==> src/sv/rcpf_pkg.sv <==
// rcpf_pkg: shared types, frame constants and byte-selection functions
// for the command packet framer; no dependencies
package rcpf_pkg;

  localparam int ByteW = 8;
  localparam int IdxW  = 4;   // frame index, longest frame is 15 bytes

  localparam logic [ByteW-1:0] SOF_BYTE   = 8'h8D;
  localparam logic [ByteW-1:0] EOF_BYTE   = 8'hD8;
  localparam logic [ByteW-1:0] FLAGS_BYTE = 8'h0A;
  localparam logic [ByteW-1:0] DEV_SYS    = 8'h13;
  localparam logic [ByteW-1:0] DEV_DRIVE  = 8'h16;
  localparam logic [ByteW-1:0] DEV_LED    = 8'h1A;
  localparam logic [ByteW-1:0] ID_WAKE    = 8'h0D;
  localparam logic [ByteW-1:0] ID_RST_HDG = 8'h06;
  localparam logic [ByteW-1:0] ID_DRIVE   = 8'h07;
  localparam logic [ByteW-1:0] ID_STAB    = 8'h0C;
  localparam logic [ByteW-1:0] ID_LEDS    = 8'h0E;
  localparam logic [ByteW-1:0] MASK_RGB   = 8'h7E;
  localparam logic [ByteW-1:0] MASK_AIM   = 8'h01;

  typedef enum logic [2:0] {
    CMD_WAKE          = 3'd0,
    CMD_RESET_HEADING = 3'd1,
    CMD_DRIVE         = 3'd2,
    CMD_SET_COLOUR    = 3'd3,
    CMD_AIMING_LED    = 3'd4,
    CMD_STABILIZATION = 3'd5
  } cmd_t;

  typedef enum logic [1:0] {
    ST_IDLE,
    ST_REJECT,
    ST_SEND
  } state_t;

  typedef struct packed {
    logic [7:0]  speed;
    logic [15:0] heading;
    logic [7:0]  red;
    logic [7:0]  green;
    logic [7:0]  blue;
    logic        enable;
  } req_t;

  // controller to datapath
  typedef struct packed {
    logic            load;
    logic            emit;
    logic            reject;
    logic [IdxW-1:0] idx;
  } ctl_cmd_t;

  // datapath to controller
  typedef struct packed {
    logic in_known;
    logic in_writable;
    logic slot_free;
    logic last_idx;
  } dp_sts_t;

  function automatic logic cmd_known(input logic [2:0] cmd);
    return (cmd <= 3'(CMD_STABILIZATION));
  endfunction

  function automatic logic [IdxW-1:0] pkt_len(input logic [2:0] cmd);
    logic [IdxW-1:0] len;
    case (cmd)
      CMD_WAKE:          len = 4'd7;
      CMD_RESET_HEADING: len = 4'd7;
      CMD_DRIVE:         len = 4'd11;
      CMD_SET_COLOUR:    len = 4'd15;
      CMD_AIMING_LED:    len = 4'd10;
      CMD_STABILIZATION: len = 4'd8;
      default:           len = 4'd7;
    endcase
    return len;
  endfunction

  // command-specific bytes from index 5 up to the checksum
  function automatic logic [ByteW-1:0] payload_byte(input logic [2:0] cmd,
                                                    input logic [IdxW-1:0] idx,
                                                    input req_t req);
    logic [ByteW-1:0] b;
    b = '0;
    case (cmd)
      CMD_DRIVE: begin
        case (idx)
          4'd5:    b = req.speed;
          4'd6:    b = req.heading[15:8];
          4'd7:    b = req.heading[7:0];
          default: b = '0;
        endcase
      end
      CMD_SET_COLOUR: begin
        case (idx)
          4'd6:    b = MASK_RGB;
          4'd7:    b = req.red;
          4'd8:    b = req.green;
          4'd9:    b = req.blue;
          4'd10:   b = req.red;
          4'd11:   b = req.green;
          4'd12:   b = req.blue;
          default: b = '0;
        endcase
      end
      CMD_AIMING_LED: begin
        case (idx)
          4'd6:    b = MASK_AIM;
          4'd7:    b = {ByteW{req.enable}};
          default: b = '0;
        endcase
      end
      CMD_STABILIZATION: begin
        if (idx == 4'd5) begin
          b = {7'd0, req.enable};
        end
      end
      default: b = '0;
    endcase
    return b;
  endfunction

  function automatic logic [ByteW-1:0] frame_byte(input logic [2:0] cmd,
                                                  input logic [IdxW-1:0] idx,
                                                  input req_t req,
                                                  input logic [ByteW-1:0] seq,
                                                  input logic [ByteW-1:0] sum);
    logic [IdxW-1:0]  len;
    logic [ByteW-1:0] b;
    len = pkt_len(cmd);
    if (idx == 4'd0) begin
      b = SOF_BYTE;
    end else if (idx == IdxW'(len - 4'd1)) begin
      b = EOF_BYTE;
    end else if (idx == IdxW'(len - 4'd2)) begin
      b = ~sum;                       // 0xff minus the running sum
    end else if (idx == 4'd1) begin
      b = FLAGS_BYTE;
    end else if (idx == 4'd2) begin
      case (cmd)
        CMD_WAKE:       b = DEV_SYS;
        CMD_SET_COLOUR: b = DEV_LED;
        CMD_AIMING_LED: b = DEV_LED;
        default:        b = DEV_DRIVE;
      endcase
    end else if (idx == 4'd3) begin
      case (cmd)
        CMD_WAKE:          b = ID_WAKE;
        CMD_RESET_HEADING: b = ID_RST_HDG;
        CMD_DRIVE:         b = ID_DRIVE;
        CMD_STABILIZATION: b = ID_STAB;
        default:           b = ID_LEDS;
      endcase
    end else if (idx == 4'd4) begin
      b = seq;
    end else begin
      b = payload_byte(cmd, idx, req);
    end
    return b;
  endfunction

endpackage

==> src/sv/rcpf_ctrl.sv <==
// rcpf_ctrl: framer sequencer, walks the frame index and steers the datapath
// depends on rcpf_pkg
module rcpf_ctrl import rcpf_pkg::*; (
  input  logic     clk,
  input  logic     rst_n,
  input  logic     in_tvalid,
  output logic     in_tready,
  input  dp_sts_t  sts,
  output ctl_cmd_t cmd
);

  state_t          state_r, state_nxt;
  logic [IdxW-1:0] idx_r, idx_nxt;

  always_comb begin
    state_nxt = state_r;
    case (state_r)
      ST_IDLE: begin
        if (in_tvalid && sts.in_known) begin
          state_nxt = sts.in_writable ? ST_SEND : ST_REJECT;
        end
      end
      ST_REJECT: begin
        if (sts.slot_free) begin
          state_nxt = ST_IDLE;
        end
      end
      ST_SEND: begin
        if (sts.slot_free && sts.last_idx) begin
          state_nxt = ST_IDLE;
        end
      end
      default: state_nxt = ST_IDLE;
    endcase
  end

  always_comb begin
    in_tready  = (state_r == ST_IDLE);
    cmd.load   = (state_r == ST_IDLE) && in_tvalid;
    cmd.emit   = (state_r != ST_IDLE) && sts.slot_free;
    cmd.reject = (state_r == ST_REJECT);
    cmd.idx    = idx_r;
  end

  always_comb begin
    idx_nxt = idx_r;
    if (cmd.load) begin
      idx_nxt = '0;
    end else if (cmd.emit && !cmd.reject) begin
      idx_nxt = IdxW'(idx_r + 4'd1);
    end
  end

  always_ff @(posedge clk) begin
    if (!rst_n) begin
      state_r <= ST_IDLE;
      idx_r   <= '0;
    end else begin
      state_r <= state_nxt;
      idx_r   <= idx_nxt;
    end
  end

endmodule

==> src/sv/rcpf_datapath.sv <==
// rcpf_datapath: request capture, sequence counter, running checksum and
// output register; depends on rcpf_pkg
module rcpf_datapath import rcpf_pkg::*; (
  input  logic             clk,
  input  logic             rst_n,
  input  logic [55:0]      in_tdata,
  input  logic [2:0]       in_tuser,
  input  ctl_cmd_t         cmd,
  output dp_sts_t          sts,
  output logic             out_tvalid,
  input  logic             out_tready,
  output logic [ByteW-1:0] out_tdata,
  output logic             out_tlast,
  output logic             out_tuser
);

  req_t             req_r, req_nxt;
  logic [2:0]       cmd_r, cmd_nxt;
  logic [ByteW-1:0] sum_r, sum_nxt;
  logic [ByteW-1:0] seq_r, seq_nxt;
  logic             vld_r, vld_nxt;
  logic [ByteW-1:0] byte_r, byte_nxt;
  logic             last_r, last_nxt;
  logic             rej_r, rej_nxt;

  logic [IdxW-1:0]  len;
  logic [ByteW-1:0] cur_byte;
  logic             in_sum;

  assign len      = pkt_len(cmd_r);
  assign cur_byte = frame_byte(cmd_r, cmd.idx, req_r, seq_r, sum_r);
  assign in_sum   = (cmd.idx != 4'd0) && (cmd.idx <= IdxW'(len - 4'd3));

  always_comb begin
    sts.in_known    = cmd_known(in_tuser);
    sts.in_writable = in_tdata[49];
    sts.slot_free   = !vld_r || out_tready;
    sts.last_idx    = (cmd.idx == IdxW'(len - 4'd1));
  end

  always_comb begin
    req_nxt = req_r;
    cmd_nxt = cmd_r;
    sum_nxt = sum_r;
    seq_nxt = seq_r;
    if (cmd.load) begin
      req_nxt.speed   = in_tdata[7:0];
      req_nxt.heading = in_tdata[23:8];
      req_nxt.red     = in_tdata[31:24];
      req_nxt.green   = in_tdata[39:32];
      req_nxt.blue    = in_tdata[47:40];
      req_nxt.enable  = in_tdata[48];
      cmd_nxt         = in_tuser;
      sum_nxt         = '0;
    end else if (cmd.emit && !cmd.reject) begin
      if (in_sum) begin
        sum_nxt = ByteW'(sum_r + cur_byte);
      end
      if (sts.last_idx) begin
        seq_nxt = ByteW'(seq_r + 8'd1);
      end
    end
  end

  always_comb begin
    vld_nxt  = vld_r;
    byte_nxt = byte_r;
    last_nxt = last_r;
    rej_nxt  = rej_r;
    if (cmd.emit) begin
      vld_nxt  = 1'b1;
      byte_nxt = cmd.reject ? '0 : cur_byte;
      last_nxt = cmd.reject || sts.last_idx;
      rej_nxt  = cmd.reject;
    end else if (out_tready) begin
      vld_nxt  = 1'b0;
    end
  end

  always_ff @(posedge clk) begin
    if (!rst_n) begin
      vld_r <= 1'b0;
      seq_r <= '0;
    end else begin
      vld_r <= vld_nxt;
      seq_r <= seq_nxt;
    end
  end

  always_ff @(posedge clk) begin
    req_r  <= req_nxt;
    cmd_r  <= cmd_nxt;
    sum_r  <= sum_nxt;
    byte_r <= byte_nxt;
    last_r <= last_nxt;
    rej_r  <= rej_nxt;
  end

  assign out_tvalid = vld_r;
  assign out_tdata  = byte_r;
  assign out_tlast  = last_r;
  assign out_tuser  = rej_r;

endmodule

==> src/sv/robot_command_packet_framer.sv <==
// robot_command_packet_framer: top level, command request in, framed packet
// bytes out; depends on rcpf_pkg, rcpf_ctrl and rcpf_datapath
//
// usage
// - input channel in_*: one transaction is one command request; the command
//   code rides on in_tuser, the operands and the link-writable flag on in_tdata
// - output channel out_*: one transaction per packet byte, out_tlast marks the
//   closing 0xd8 byte, out_tuser marks a rejected request
// - a writable request yields its whole frame (7 to 15 bytes) with the running
//   sequence number in byte 4 and the sum-complement checksum before the end
// - a request while the link is not writable yields one zero byte with tlast
//   and tuser set; the sequence number does not move
// - command codes 6 and 7 are dropped with no output
// - after acceptance the sequencer enters ST_SEND and loads the first byte into
//   the output register once it has room; throughput: one byte per cycle from
//   the single output register while out_tready does not stall; the next
//   request is taken once the last byte is in the output register
// - a stall on out_tready freezes the byte walk; the output register holds
// - reset clears the sequence number and empties the output register
module robot_command_packet_framer import rcpf_pkg::*; (
  input  logic             clk,
  input  logic             rst_n,
  input  logic             in_tvalid,
  output logic             in_tready,
  // [7:0] speed, [23:8] heading, [31:24] red, [39:32] green, [47:40] blue,
  // [48] enable, [49] link_writable, [55:50] zero
  input  logic [55:0]      in_tdata,
  // [2:0] command
  input  logic [2:0]       in_tuser,
  output logic             out_tvalid,
  input  logic             out_tready,
  // [7:0] packet_byte
  output logic [ByteW-1:0] out_tdata,
  // last_byte
  output logic             out_tlast,
  // [0] rejected
  output logic             out_tuser
);

  ctl_cmd_t ctl_cmd;
  dp_sts_t  dp_sts;

  // sequencer: walks the frame index while the output slot frees up
  rcpf_ctrl u_ctrl (
    .clk       (clk),
    .rst_n     (rst_n),
    .in_tvalid (in_tvalid),
    .in_tready (in_tready),
    .sts       (dp_sts),
    .cmd       (ctl_cmd)
  );

  // byte selection, checksum accumulation and output register
  rcpf_datapath u_dp (
    .clk        (clk),
    .rst_n      (rst_n),
    .in_tdata   (in_tdata),
    .in_tuser   (in_tuser),
    .cmd        (ctl_cmd),
    .sts        (dp_sts),
    .out_tvalid (out_tvalid),
    .out_tready (out_tready),
    .out_tdata  (out_tdata),
    .out_tlast  (out_tlast),
    .out_tuser  (out_tuser)
  );

  // a byte is only pushed into the output register when it has room
  a_emit_room: assert property (@(posedge clk) disable iff (!rst_n)
    ctl_cmd.emit |-> dp_sts.slot_free)
    else $error("byte emitted into an occupied output register");

  // the first emitted byte of a frame is the start marker
  a_sof_first: assert property (@(posedge clk) disable iff (!rst_n)
    (ctl_cmd.emit && !ctl_cmd.reject && ctl_cmd.idx == '0) |=>
      (out_tvalid && out_tdata == SOF_BYTE && !out_tlast))
    else $error("frame does not open with the start marker");

  // a rejected request is a single zero byte that closes the transfer
  a_reject_shape: assert property (@(posedge clk) disable iff (!rst_n)
    (out_tvalid && out_tuser) |-> (out_tlast && out_tdata == '0))
    else $error("rejected transaction is malformed");

  // no request is taken while a frame is still being walked
  a_busy_hold: assert property (@(posedge clk) disable iff (!rst_n)
    (ctl_cmd.emit && !ctl_cmd.reject && !dp_sts.last_idx) |=> !in_tready)
    else $error("request accepted in the middle of a frame");

endmodule
==> config.mk <==
export PLATFORM = sky130hd
export DESIGN_NAME = robot_command_packet_framer
export DESIGN_NICKNAME = d
export VERILOG_FILES = /design/src/sv/rcpf_pkg.sv /design/src/sv/rcpf_ctrl.sv /design/src/sv/rcpf_datapath.sv /design/src/sv/robot_command_packet_framer.sv
export SDC_FILE = /design/constraint.sdc
export NUM_CORES = 1
export LEC_CHECK = 0
export ABC_AREA = 1
export BUFFER_PORTS_ARGS = -buffer_cell sky130_fd_sc_hd__buf_2
export CORE_MARGIN = 5
export CORE_UTILIZATION = 40
export CTS_CLUSTER_DIAMETER = 100
export DETAILED_ROUTE_END_ITERATION = 7
export HOLD_SLACK_MARGIN = 0.02
export SYNTH_ARGS = -nofsm -noshare
export SYNTH_HDL_FRONTEND = slang
export SYNTH_SLANG_ARGS = --single-unit
export TNS_END_PERCENT = 10
==> constraint.sdc <==
create_clock -name clk -period 4.6 [get_ports clk]
set_input_delay 1.15 -clock clk [delete_from_list [all_inputs] [get_ports clk]]
set_output_delay 1.15 -clock clk [all_outputs]
set_load 0.02 [all_outputs]
### Yosys cells after proc, flatten, opt, wreduce, memory -nomap -nowiden

Index checks and enable logic that the tools add are counted.

* bits in registers: 85
* input bits: 63
* output and inout port bits: 12

* $add $sub $neg: 6
* magnitude comparators: 2
* equal/unequal tests: 24
* mux-type cells: 22
* bitwise gates (word level): 3
* reduce and logical (&&, ||, !) cells: 24

Operators by type and width (count)
* case mux 8 bit (4 select lines): 2
* two-way mux 8 bit: 7
* case mux 4 bit (4 select lines): 2
* case mux 8 bit (3 select lines): 1
* equality test 4 bit, second input constant: 5
* equality test 4 x 3 -> 1 bit, second input constant: 4
* case mux 8 bit (2 select lines): 1
* OR reduction 2 bit: 5
* adder 8 x 1 -> 8 bit, second input constant: 1
* adder 8 bit: 1
* equality test 4 x 2 -> 1 bit, second input constant: 2
* equality test 4 bit: 2
* two-way mux 2 bit: 4
* NOT 8 bit: 1
* case mux 4 bit (2 select lines): 1
* subtractor 4 x 2 -> 4 bit, second input constant: 2
* equality test 3 x 2 -> 1 bit, second input constant: 2
* equality test 3 bit, second input constant: 2
* logical AND 1 bit: 6
* case mux 2 bit (3 select lines): 1
* AND reduction 3 bit: 2
* adder 4 x 1 -> 4 bit, second input constant: 1
* equality test 4 x 1 -> 1 bit, second input constant: 1
* <= comparator 4 bit: 1
* other kinds (17): 24

### Logic depth before layout (Yosys ltp)

* word-level depth: 12
* depth in mapped cells: 27
* depth with buffers taken out: 27

### By module

Synthesis repeated with hierarchy kept, for this count alone.

* cells, all modules: 519
* area, all modules: 4588.2 µm²

By module, submodules not included
* rcpf_datapath: times used 1, cells each 468, area each 4232.8 µm²
* rcpf_ctrl: times used 1, cells each 51, area each 355.3 µm²

### Worst setup path before layout

Ideal clock, no wire load.

* path type: reg-to-reg
* from: register u_dp.cmd_r[0]
* to: register u_dp.sum_r[6]
* library setup time: 0.070 ns
* arrival time: 3.419 ns
* slack: 1.111 ns
* cell stages (with the launch flop): 25
* period minus slack after synthesis: 3.489 ns
* cell sequence: edfxtp_1 nor2_2 nand2_4 nand3_1 nand2_1 inv_1 ha_1 xor2_1 nor2_1 nand3_1 nor2_4 inv_2 or2_0 nand2_1 nand2_1 nand2_1 ha_1 inv_1 fa_1 o21ai_0 nand2_1 nand2_1 a21oi_1 xor2_1 a21oi_1

* word-level cells in the longest chain between the ends: 10
* elaborated cells between the ends (all ways): 27

Ends and longest elaborated chain
* start, declared: RTL line rcpf_datapath.sv:18 `logic [2:0] cmd_r, cmd_nxt;`
* start signal, assigned: RTL line rcpf_datapath.sv:92 `cmd_r <= cmd_nxt;`
* parallel branches: the longest is 7 deep, another holds subtractor 4 x 2 -> 4 bit
* two-way mux 8 bit (*): RTL line rcpf_pkg.sv:134 `end else if (idx == IdxW'(len - 4'd1)) begin`
* two-way mux 8 bit (*): RTL line rcpf_pkg.sv:132 `if (idx == 4'd0) begin`
* net u_dp.cur_byte[0]: RTL line rcpf_datapath.sv:27 `logic [ByteW-1:0] cur_byte;`
* adder 8 bit (*): RTL line rcpf_datapath.sv:57 `sum_nxt = ByteW'(sum_r + cur_byte);`
* end signal, assigned: RTL line rcpf_datapath.sv:93 `sum_r <= sum_nxt;`
* end, declared: RTL line rcpf_datapath.sv:19 `logic [ByteW-1:0] sum_r, sum_nxt;`

Mark *: on every way through the listed nets, which the timed path passes.
A chain may end at the register's enable or synchronous reset.

### Final worst setup path

Ends and elaborated chain as after synthesis.

==> key figures <==
CTS
  • CTS Buf Count: 9
  • Post-cts sizing count: 0
  • H-tree depth: 3
  • Worst-skew pair later-pin latency: 0.37 ns
  • CTS tree: built
  • Clock Tree Buf Depth: 2
  • Hold-fix buffers, CTS: 0
  • Reg clk slew, reported paths: 0.09 ns
  • Root Driver: clkbuf_8
  • CTS sink count: between 80 and 90
  • Post CTS Setup Buffer Count: 0

STA
  • Tightest Pin Transition: 0.743 ns
  • Setup TNS: 0 ns
  • RSZ-0062 raised after global routing: no
  • Max Clk Rate: 242 MHz
  • Setup Skew: 0.00998 ns
  • Slew HR: 50.3%
  • Final Hold Fails: 0
  • Final Hold Slack: a little under 0.5 ns
  • Fin crit share: 90.0%
  • Fin. max-slew vios: 0
  • Min cycle time layout: 4.14 ns
  • Final setup violation count: 0

Power and ir drop
  • Pwr Density: about 310 nW/um2
  • Total Power: 1580 uW
  • LEAKAGE: 0.00219 uW
  • Peak VDD IR: 231 uV

Placed design
  • Hpwl dp: roughly 7.9 mm
  • Port-buffer cells: 68
  • Placer Congestion: 0.859

Final layout
  • Nets@finish: 665
  • Antenna cells: 0
  • Post-layout util: 47.2%
  • Share of layout cells above drive strength 1: about a fifth
  • Area grow syn2layout: 14.8%

Floorplan
  • Core area: 10900 um2
  • Io pins: 75
  • Initial Utilization: 41.1%
  • Die H: 116 um
  • # rows: 38
  • Die footprint: 13400 um2
  • Die width: 116 um

Logic synthesis
  • Multiplexer share of the synthesized area: 0%
  • Synth async-reset ratio: 0%
  • FF+latch count, synth: 85
  • Complex-gate fraction of the synthesized area: 10.9%
  • Post-Synth Simple-Gate Area: 24.1%
  • Most frequent cell after synthesis: nand2_1
  • Post-synth EDFFs: 62
  • Netlist Area Pre-Place: 4480 um2
  • Syn Nets: 592
  • Ys flop type: edfxtp_1
  • Synth area leader: edfxtp_1
  • Syn Area/Cell: ~8.8 um2
  • Distinct cells, synth: 41
  • Adder-Cell Fraction of Synth Area: approximately 6.0%
  • Largest family of logic cells by synthesized area: simple AND/OR/NAND/NOR gates
  • Top post-synthesis cells by count: 124 x nand2_1, 62 x edfxtp_1, 53 x a21oi_1
  • Synth Instances: 508
  • Area contributors post-synth: edfxtp_1 42%, nand2_1 10%, dfxtp_1 10%
  • Synth warn: 0
  • XOR/XNOR share of the synthesized area: 1.37%
  • Yosys top cell area share: 41.6%
  • Sequential cell area fraction in the yosys report: roughly half

Worst setup path
  • Worst EP arrival: 4.45 ns
  • CP max FO: 10
  • Crit end category: flop
  • Flop2flop setup slack: 0.46 ns
  • Reg2Reg Depth: 24
  • Worst setup SP type: flop
  • Required @ worst endpoint: 4.91 ns
  • Setup CP Type: reg -> reg

Global route
  • Vias in the first global route: between 3000 and 4000
  • Largest net degree at the start of global routing: 29
  • Total gr overflow: 0
  • Antenna violations before repair: 0
  • Tot GR Track Use: 17.0%
  • Global-route wire length before repair: 17.5 mm

Run status
  • Status: finished, final reports clean

Min path
  • Cells on Worst Hold Path: 2
  • Hold WC Path Type: reg -> reg

Flow run
  • Max cap viols: 0

Routing
  • Iteration-0 DRC Markers: 173
  • Total iterations of the first detailed-routing run: 4
  • # DRC: 0
  • Post-Route WL: 10.5 mm
  • Wire per inst: 14.4 um
  • Via density per instance: 5.05
  • Via Count: 3668
  • ANT nets after route: 0
## critical path, stage by stage (launching register included)
cell and delay [ns]:
edfxtp_1 0.51, nor2_2 0.25, nand2_4 0.15, nand3_1 0.12, nand2_1 0.06, inv_1 0.10
ha_1 0.24, xor2_1 0.14, nor2_1 0.10, nand3_1 0.11, nor2_4 0.28, inv_2 0.11
or2_0 0.22, nand2_1 0.07, nand2_1 0.06, nand2_1 0.07, ha_1 0.18, inv_1 0.06
fa_1 0.40, o21ai_0 0.33, nand2_1 0.09, nand2_1 0.07, a21oi_1 0.07, xor2_1 0.14
a21oi_1 0.12
## metrics by stage
step                instance area, um2  setup WS [ns]  std cells
detailed placement                4960          0.536        710
global route                      5140          0.116        726
finish                            5140          0.460        726
global placement                  4960          0.585        710
floorplan                         4480           1.11        508
CTS                               5140          0.491        726
## cells in the final DEF, fill, tap and decap left out, types with 2 or more instances in the layout
cell type | netlist | routed
a21oi_1 | 53 | 53
buf_2 | 6 | 68
buf_4 | 0 | 2
clkbuf_8 | 0 | 9
clkinvlp_4 | 0 | 2
dfxtp_1 | 23 | 23
edfxtp_1 | 62 | 62
ha_1 | 20 | 20
inv_1 | 51 | 50
inv_2 | 4 | 5
inv_6 | 0 | 3
nand2_1 | 124 | 124
nand2_2 | 4 | 4
nand2_4 | 3 | 3
nand3_1 | 43 | 43
nand3_2 | 3 | 3
nand4_1 | 9 | 9
nor2_1 | 35 | 35
nor2_2 | 7 | 7
nor2_4 | 2 | 2
nor3_1 | 3 | 3
o21ai_0 | 27 | 27
o21bai_1 | 2 | 2
xnor2_1 | 2 | 2
xor2_1 | 5 | 5
## sequential cells by signal (all words and copies together) (netlist names)
name and count:
u_dp.out_tlast 1, u_dp.req_r 49, u_dp.out_tuser 1, u_ctrl.state_r 2, u_dp.sum_r 8, u_dp.out_tvalid 1, u_ctrl.idx_r 4, u_dp.seq_r 8
u_dp.cmd_r 3, u_dp.out_tdata 8
## logic make-up (layout without fill, tap and decap cells)
logic type	after synthesis	after routing
flip-flops	85	85
XOR/XNOR	7	7
adder cells (fa/ha/maj)	21	21
AO/OA/AOI/OAI	92	92
AND/OR/NAND/NOR	239	239
buffers and inverters	64	142
## area by class of cell
type / count / area (um2)
Fill cell: 1055 / 5750
Sequential cell: 85 / 2320
Multi-Input combinational cell: 359 / 1900
Timing Repair Buffer: 70 / 355
Inverter: 56 / 210
Tap cell: 140 / 175
Clock buffer: 9 / 124
Clock inverter: 7 / 55.1
## layer usage
layer	wire length, um	global-route usage, %
met5	0	0
met4	267	8.12
met3	742	4.49
met2	4620	26.4
met1	4850	22.1
## report_power, final
part	internal, uW	total, uW	switching, uW
Clock	201	493	291
Combinational	63.0	192	129
Sequential	881	899	18.0
## path summary, 6_finish.rpt
check                                    from             to
worst max-delay path            u_dp.cmd_r[0]  u_dp.sum_r[6]
worst min register to register  u_dp.sum_r[4]  u_dp.sum_r[4]
worst min-delay path            u_dp.sum_r[4]  u_dp.sum_r[4]
worst max register to register  u_dp.cmd_r[0]  u_dp.sum_r[6]
(Power assumes the default switching activity.)
